--- src/design/assert_macros.svh ---
// Assertion macros for the RTL files.
`ifndef ASSERT_MACROS_SVH
`define ASSERT_MACROS_SVH

// Clocked assertion, held off while reset is low.
`define ASSERT_CLK(label, prop, msg) \
    label: assert property (@(posedge i_clk) disable iff (!i_rst_n) (prop)) \
        else $error(msg);

// Clocked assertion that is also checked during reset.
`define ASSERT_ALWAYS(label, prop, msg) \
    label: assert property (@(posedge i_clk) (prop)) else $error(msg);

`endif

--- src/design/llsp_pkg.sv ---
// Types and codes for the least loaded server picker.
`default_nettype none

package llsp_pkg;

    localparam int ID_W     = 16;
    localparam int TYPE_W   = 16;
    localparam int LOAD_W   = 32;
    localparam int HANDLE_W = 16;
    localparam int STATUS_W = 3;
    localparam int DATA_W   = ID_W + TYPE_W + LOAD_W + HANDLE_W;

    typedef logic [ID_W-1:0]     t_id;
    typedef logic [TYPE_W-1:0]   t_type;
    typedef logic [LOAD_W-1:0]   t_load;
    typedef logic [HANDLE_W-1:0] t_handle;
    typedef logic [STATUS_W-1:0] t_status;

    // Item kinds
    localparam logic KIND_SYNC = 1'b0;
    localparam logic KIND_PICK = 1'b1;

    // Result status codes
    localparam t_status ST_UPDATED  = 3'd0;
    localparam t_status ST_INSERTED = 3'd1;
    localparam t_status ST_FULL     = 3'd2;
    localparam t_status ST_PICKED   = 3'd3;
    localparam t_status ST_NONE     = 3'd4;

    localparam t_load LOAD_MAX = '1;

endpackage

`default_nettype wire

--- src/design/least_loaded_server_picker.sv ---
// Least loaded server picker: server table, sequential scan and write-back.
`default_nettype none

`include "assert_macros.svh"

// Keeps a table of up to MAX_SERVERS servers. A sync item (tuser 0) updates
// the load and handle of a known id or inserts the server in the lowest free
// slot; a pick item (tuser 1) returns the matching server with the least load
// (ties to the lowest id) and bumps its load, saturating. Each item produces
// one result transfer. The table is scanned through its single read port, one
// entry per cycle, with registered read data, followed by a write-back step; the
// next item is taken the cycle after the result has been transferred. The table
// is empty after reset through per-entry valid bits; no clearing pass is needed.
module least_loaded_server_picker
    import llsp_pkg::*;
#(
    parameter int MAX_SERVERS = 16
) (
    input  wire               i_clk,
    input  wire               i_rst_n,
    input  wire               s_axis_tvalid,
    output logic              s_axis_tready,
    // server_id[15:0], type_mask[31:16], load_count[63:32], conn_handle[79:64]
    input  wire  [DATA_W-1:0] s_axis_tdata,
    // kind[0]
    input  wire               s_axis_tuser,
    output logic              m_axis_tvalid,
    input  wire               m_axis_tready,
    // picked_id[15:0], picked_type[31:16], picked_load[63:32], picked_handle[79:64]
    output logic [DATA_W-1:0] m_axis_tdata,
    // status[2:0]
    output logic [STATUS_W-1:0] m_axis_tuser
);

    localparam int IW = (MAX_SERVERS > 1) ? $clog2(MAX_SERVERS) : 1;
    localparam int CW = $clog2(MAX_SERVERS + 1);
    localparam logic [CW-1:0] LAST_CNT = CW'(MAX_SERVERS);

    localparam logic [1:0] S_IDLE  = 2'd0;
    localparam logic [1:0] S_SCAN  = 2'd1;
    localparam logic [1:0] S_WRITE = 2'd2;

    // table storage
    t_id     mem_id     [MAX_SERVERS];
    t_type   mem_type   [MAX_SERVERS];
    t_load   mem_load   [MAX_SERVERS];
    t_handle mem_handle [MAX_SERVERS];
    logic [MAX_SERVERS-1:0] r_vld;

    logic [1:0]    r_state;
    logic [CW-1:0] r_cnt;
    logic [IW-1:0] r_cidx;
    logic          r_cen;

    // captured item
    logic    r_kind;
    t_id     r_in_id;
    t_type   r_in_type;
    t_load   r_in_load;
    t_handle r_in_handle;

    // registered read data
    t_id     r_rd_id;
    t_type   r_rd_type;
    t_load   r_rd_load;
    t_handle r_rd_handle;

    // scan results
    logic          r_hit;
    logic [IW-1:0] r_hit_idx;
    logic          r_free_ok;
    logic [IW-1:0] r_free_idx;
    logic          r_found;
    logic [IW-1:0] r_best_idx;
    t_id           r_best_id;
    t_type         r_best_type;
    t_load         r_best_load;
    t_handle       r_best_handle;

    logic                r_out_valid;
    t_status             r_out_status;
    logic [DATA_W-1:0]   r_out_data;

    logic          in_fire;
    logic          out_fire;
    logic          rd_en;
    logic          c_live;
    logic          c_match;
    logic          c_free;
    logic          c_cand;
    logic          c_better;
    logic          in_write;
    logic          w_ins;
    logic          w_upd;
    logic          w_pick;
    logic [IW-1:0] w_addr;
    t_load         w_load;
    t_load         best_inc;

    assign s_axis_tready = (r_state == S_IDLE) && !r_out_valid;
    assign in_fire       = s_axis_tvalid && s_axis_tready;
    assign out_fire      = r_out_valid && m_axis_tready;
    assign m_axis_tvalid = r_out_valid;
    assign m_axis_tdata  = r_out_data;
    assign m_axis_tuser  = r_out_status;

    assign rd_en = (r_state == S_SCAN) && (r_cnt < LAST_CNT);

    // compare stage on the entry read in the previous cycle
    always_comb begin
        c_live   = r_cen && r_vld[r_cidx];
        c_match  = c_live && (r_rd_id == r_in_id);
        c_free   = r_cen && !r_vld[r_cidx];
        c_cand   = c_live && ((r_rd_type & r_in_type) != '0);
        c_better = !r_found || (r_rd_load < r_best_load) ||
                   ((r_rd_load == r_best_load) && (r_rd_id < r_best_id));
    end

    // write-back decode
    always_comb begin
        in_write = (r_state == S_WRITE);
        w_upd    = in_write && (r_kind == KIND_SYNC) && r_hit;
        w_ins    = in_write && (r_kind == KIND_SYNC) && !r_hit && r_free_ok;
        w_pick   = in_write && (r_kind == KIND_PICK) && r_found;
        best_inc = (r_best_load == LOAD_MAX) ? LOAD_MAX : r_best_load + 1'b1;
        priority if (w_upd) begin
            w_addr = r_hit_idx;
            w_load = r_in_load;
        end else if (w_ins) begin
            w_addr = r_free_idx;
            w_load = r_in_load;
        end else begin
            w_addr = r_best_idx;
            w_load = best_inc;
        end
    end

    // table memories: one read port during scan, one write port at write-back
    always_ff @(posedge i_clk) begin
        if (rd_en) begin
            r_rd_id <= mem_id[r_cnt[IW-1:0]];
        end
        if (w_ins) begin
            mem_id[w_addr] <= r_in_id;
        end
    end

    always_ff @(posedge i_clk) begin
        if (rd_en) begin
            r_rd_type <= mem_type[r_cnt[IW-1:0]];
        end
        if (w_ins) begin
            mem_type[w_addr] <= r_in_type;
        end
    end

    always_ff @(posedge i_clk) begin
        if (rd_en) begin
            r_rd_load <= mem_load[r_cnt[IW-1:0]];
        end
        if (w_ins || w_upd || w_pick) begin
            mem_load[w_addr] <= w_load;
        end
    end

    always_ff @(posedge i_clk) begin
        if (rd_en) begin
            r_rd_handle <= mem_handle[r_cnt[IW-1:0]];
        end
        if (w_ins || w_upd) begin
            mem_handle[w_addr] <= r_in_handle;
        end
    end

    // sequencer and control state
    always_ff @(posedge i_clk) begin
        if (!i_rst_n) begin
            r_state     <= S_IDLE;
            r_cnt       <= '0;
            r_cen       <= 1'b0;
            r_vld       <= '0;
            r_out_valid <= 1'b0;
            r_hit       <= 1'b0;
            r_free_ok   <= 1'b0;
            r_found     <= 1'b0;
        end else begin
            if (out_fire) begin
                r_out_valid <= 1'b0;
            end
            unique case (r_state)
                S_IDLE: begin
                    r_cen <= 1'b0;
                    if (in_fire) begin
                        r_state   <= S_SCAN;
                        r_cnt     <= '0;
                        r_hit     <= 1'b0;
                        r_free_ok <= 1'b0;
                        r_found   <= 1'b0;
                    end
                end
                S_SCAN: begin
                    r_cen <= rd_en;
                    if (rd_en) begin
                        r_cnt <= r_cnt + 1'b1;
                    end else begin
                        r_state <= S_WRITE;
                    end
                    if (r_kind == KIND_SYNC) begin
                        if (c_match && !r_hit) begin
                            r_hit <= 1'b1;
                        end
                        if (c_free && !r_free_ok) begin
                            r_free_ok <= 1'b1;
                        end
                    end else if (c_cand && c_better) begin
                        r_found <= 1'b1;
                    end
                end
                S_WRITE: begin
                    r_cen       <= 1'b0;
                    r_state     <= S_IDLE;
                    r_out_valid <= 1'b1;
                    if (w_ins) begin
                        r_vld[r_free_idx] <= 1'b1;
                    end
                end
                default: begin
                    r_state <= S_IDLE;
                end
            endcase
        end
    end

    // payload registers
    always_ff @(posedge i_clk) begin
        r_cidx <= r_cnt[IW-1:0];
        if (in_fire) begin
            r_kind      <= s_axis_tuser;
            r_in_id     <= s_axis_tdata[ID_W-1:0];
            r_in_type   <= s_axis_tdata[ID_W+TYPE_W-1:ID_W];
            r_in_load   <= s_axis_tdata[ID_W+TYPE_W+LOAD_W-1:ID_W+TYPE_W];
            r_in_handle <= s_axis_tdata[DATA_W-1:ID_W+TYPE_W+LOAD_W];
        end
        if (r_state == S_SCAN) begin
            if (r_kind == KIND_SYNC) begin
                if (c_match && !r_hit) begin
                    r_hit_idx <= r_cidx;
                end
                if (c_free && !r_free_ok) begin
                    r_free_idx <= r_cidx;
                end
            end else if (c_cand && c_better) begin
                r_best_idx    <= r_cidx;
                r_best_id     <= r_rd_id;
                r_best_type   <= r_rd_type;
                r_best_load   <= r_rd_load;
                r_best_handle <= r_rd_handle;
            end
        end
        if (in_write) begin
            if (r_kind == KIND_SYNC) begin
                r_out_data <= '0;
                priority if (r_hit) begin
                    r_out_status <= ST_UPDATED;
                end else if (r_free_ok) begin
                    r_out_status <= ST_INSERTED;
                end else begin
                    r_out_status <= ST_FULL;
                end
            end else if (r_found) begin
                r_out_status <= ST_PICKED;
                r_out_data   <= {r_best_handle, best_inc, r_best_type, r_best_id};
            end else begin
                r_out_status <= ST_NONE;
                r_out_data   <= '0;
            end
        end
    end

    // a transfer starts the scan at entry zero
    `ASSERT_CLK(a_scan_start, in_fire |=> (r_state == S_SCAN) && (r_cnt == '0),
        "scan did not start after input transfer")
    // write-back only follows a finished scan
    `ASSERT_CLK(a_write_after_scan,
        (r_state == S_WRITE) |-> ($past(r_state) == S_SCAN) && !$past(rd_en),
        "write-back entered before scan finished")
    // a pick never changes the set of occupied entries
    `ASSERT_CLK(a_pick_keeps_valid,
        (in_write && (r_kind == KIND_PICK)) |=> $stable(r_vld),
        "pick changed table occupancy")
    // results without a picked server carry zero data
    `ASSERT_CLK(a_zero_data,
        (r_out_valid && (r_out_status != ST_PICKED)) |-> (r_out_data == '0),
        "non-pick result carries data")

endmodule

`default_nettype wire

--- config.mk ---
export PLATFORM = sky130hd
export DESIGN_NAME = least_loaded_server_picker
export DESIGN_NICKNAME = d
export VERILOG_FILES = /design/src/design/llsp_pkg.sv /design/src/design/least_loaded_server_picker.sv
export VERILOG_INCLUDE_DIRS = /design/src /design/src/design
export SDC_FILE = /design/constraint.sdc
export NUM_CORES = 2
export LEC_CHECK = 0
export BUFFER_PORTS_ARGS = -buffer_cell sky130_fd_sc_hd__buf_4
export CAP_MARGIN = 20
export CORE_MARGIN = 2
export CORE_UTILIZATION = 50
export DETAILED_ROUTE_END_ITERATION = 6
export PLACE_DENSITY = 0.64
export SYNTH_ARGS = -nofsm -noshare
export SYNTH_HDL_FRONTEND = slang
export SYNTH_SLANG_ARGS = --single-unit
--- constraint.sdc ---
create_clock -name i_clk -period 15.9 [get_ports i_clk]
set_clock_uncertainty 0.05 [all_clocks]
set_input_delay 1.59 -clock i_clk [delete_from_list [all_inputs] [get_ports i_clk]]
set_output_delay 1.59 -clock i_clk [all_outputs]
set_load 0.05 [all_outputs]
==> results.json <==
{
  "synth_area_leader_cell": "edfxtp_1",
  "final-hold-violation-count": 0,
  "unrepaired_setup_endpoints_after_global_routing": "false",
  "synth_async_sr_flop_share_pct": 0,
  "tritoncts_clock_tree": "done",
  "worstMarginPinSlew_ps": 1170,
  "synth_top_area_share_pct": 77.4,
  "met3RoutedLength_microns": 9060,
  "dieArea_sq_um": 128000,
  "antenna_violating_nets_post_route": 0,
  "core_area_sq_um": 124000,
  "maxUsedRoutingLayer": "met4",
  "crit_fanout": 48,
  "drt_iter0_drc": 3229,
  "track_usage_pct": 22.6,
  "worst_ep_required_time_ps": 16250,
  "wl_met2_microns": 73100,
  "tns_ps": 0,
  "worst_setup_hold_path_clk_slew_ps": 60,
  "netlist_top_cells_count": "edfxtp_1, mux4_2, nor2_1",
  "via_count_of_the_first_global_routing_pass": 30323,
  "slew_violations": 0,
  "cts_max_level": 4,
  "cts_root_buffer": "clkbuf_16",
  "detail_route.vias_per_cell": 6.01,
  "antenna_violations_before_repair": 2,
  "synth_cells": 2792,
  "finalSetupViolations": 0,
  "areaGrowthSynthToFinish_pct": 14.6,
  "syn-mean-instance-area_sq_um": 22.4,
  "report.power.total_mw": 8.82,
  "routed-via-count": 29299,
  "final_worst_path_cycle_share_pct": 28.6,
  "drive_above_1_share_pct": 30.2,
  "postSynth.topFlopCell": "edfxtp_1",
  "numCtsBuffers": 166,
  "largest_net_degree_at_the_start_of_global_routing": 83,
  "rows": 129,
  "timing.max_cap.violations": 0,
  "tritoncts_num_sinks": 1648,
  "cts-resized-gates": 0,
  "finalWirelength_microns": 143000,
  "starting_density_pct": 50.5,
  "design.final.nets": 3235,
  "path_class": "flop to flop",
  "fp.dieW_microns": 358,
  "rr_startpoint": "r_rd_load[31]",
  "mappedNetlistNets": 2926,
  "detail_route.wirelength.met1_microns": 57800,
  "synth-edff-count": 1616,
  "timing.critical_path.from": "r_rd_load[31]",
  "ys_seq_area_share_pct": 78.4,
  "synth_cell_area_sq_um": 62700,
  "port_buffers": 169,
  "max_freq_mhz": 220,
  "fin_crit_ps": 4540,
  "hold_path.class": "flop to flop",
  "worstHoldStart": "r_rd_handle[8]",
  "grt_pass1_wl_microns": 207000,
  "netlist-cell-type-count": 64,
  "p_leak_nw": 22.9,
  "clock_latency_on_the_worst_skew_pair_ps": 790,
  "element_type_at_the_critical_path_end": "flop",
  "drt_drc_violations_left": 0,
  "post_synth_main_area_contributors": "edfxtp_1, mux4_2, dfxtp_1",
  "synth.ff_latch_count": 1648,
  "max-slew-margin-rel_pct": 22.3,
  "power.density_cell_area_nw_per_um2": 123,
  "startpoint_type_of_the_worst_setup_path": "flop",
  "place_congestion": 0.817,
  "place_hpwl_microns": 75200,
  "ys.warnings.count": 0,
  "cts_post_setup_buffers_inserted": 0,
  "status": "finished clean",
  "gr-total-overflow": 0,
  "ctsHoldBuffers": 0,
  "max-clock-path-buffers": 3,
  "irDropWorstVdd_mv": 0.114,
  "critical_path_arrival_ps": 4900,
  "drt-wirelength-per-cell_microns": 29.3,
  "die_h_microns": 358,
  "hold-worst-slack_ps": 367,
  "synth.most_common_cell": "edfxtp_1",
  "dr.pass1.iters": 5,
  "floorplan.io_pins": 170
}
==> layout by cell type, fill, tap and decap left out, types with 25 or more instances in the layout <==
master / instances
a21oi_1: 30
and3_1: 38
buf_4: 267
clkbuf_1: 31
clkbuf_16: 171
clkinv_1: 47
clkinv_2: 27
dfxtp_1: 27
edfxtp_1: 1616
ha_1: 49
inv_1: 48
mux4_2: 401
nand2_1: 55
nand3_1: 26
nor2_1: 88
nor3_2: 32
o21ai_0: 28
xnor2_1: 25
==> state kept, by name, summed over array words and instances (netlist names), 5 cells and up <==
name           cells
r_best_type       16
r_in_type         16
mem_id           256
r_rd_id           16
r_in_load         32
r_cnt              5
mem_type         256
r_rd_handle       16
mem_handle       256
r_vld             16
r_best_handle     16
r_best_id         16
mem_load         512
r_rd_type         16
m_axis_tdata      80
r_in_id           16
r_best_load       32
r_in_handle       16
r_rd_load         32
==> power by group <==
group,leakage (nW),switching (mW),internal (mW)
Combinational,5.27,0.108,0.127
Sequential,15.1,0.0540,4.78
Clock,2.55,1.61,2.15
==> kinds of logic (layout without fill, tap and decap cells) <==
family                     Yosys count  after routing  share of synthesized area [%]
DFF                               1648           1648                           78.4
and+or+nand+nor                    339            339                           2.88
muxes                              410            410                           14.7
adders and majority gates           49             49                          0.978
buffers and inverters              182            627                           1.20
other                                0              1                              0
AOI/OAI and AO/OA                  124            124                           1.29
xor gates and xnor gates            40             40                          0.559
==> per-stage QoR <==
stage          cells  utilization [%]  setup slack [ps]  instance area (sq um)
2_1_floorplan   2792                -              9700                  62700
3_3_place_gp    4559             53.5             11170                  66400
3_5_place_dp    4563             53.6             11320                  66500
4_1_cts         4867             57.8             11320                  71700
5_1_grt         4875             57.9             11260                  71800
6_report        4875             57.9             11360                  71800
==> worst paths after layout <==
kind | cells after the start | slack, ps | end
max | 7 | 11360 | r_best_id[1]
min | 0 | 370 | r_best_handle[8]
max reg2reg | 7 | 11360 | r_best_id[1]
min reg2reg | 0 | 370 | r_best_handle[8]
==> worst max-delay path, stage by stage (launching register included) <==
cell	delay, ps
edfxtp_1	510
ha_1	370
nand4_1	180
nor4_1	620
nand3_1	460
o41ai_1	470
o21a_4	710
buf_4	730
==> final cells by class <==
class	instances	area, sq um
Clock inverter	102	836
Clock buffer	202	4400
Timing Repair Buffer	273	2110
Fill cell	8783	52300
Sequential cell	1648	49200
Multi-Input combinational cell	962	13000
Inverter	50	193
Antenna cell	1	2.50
Tap cell	1637	2050
==> metal layers <==
metal / track usage, % / vias up
li1: - / 12319
met1: 31.0 / 15748
met2: 38.0 / 1031
met3: 4.21 / 201
met4: 5.77 / 0
met5: 0 / -
Note: power is estimated with default switching activity, not from simulation.
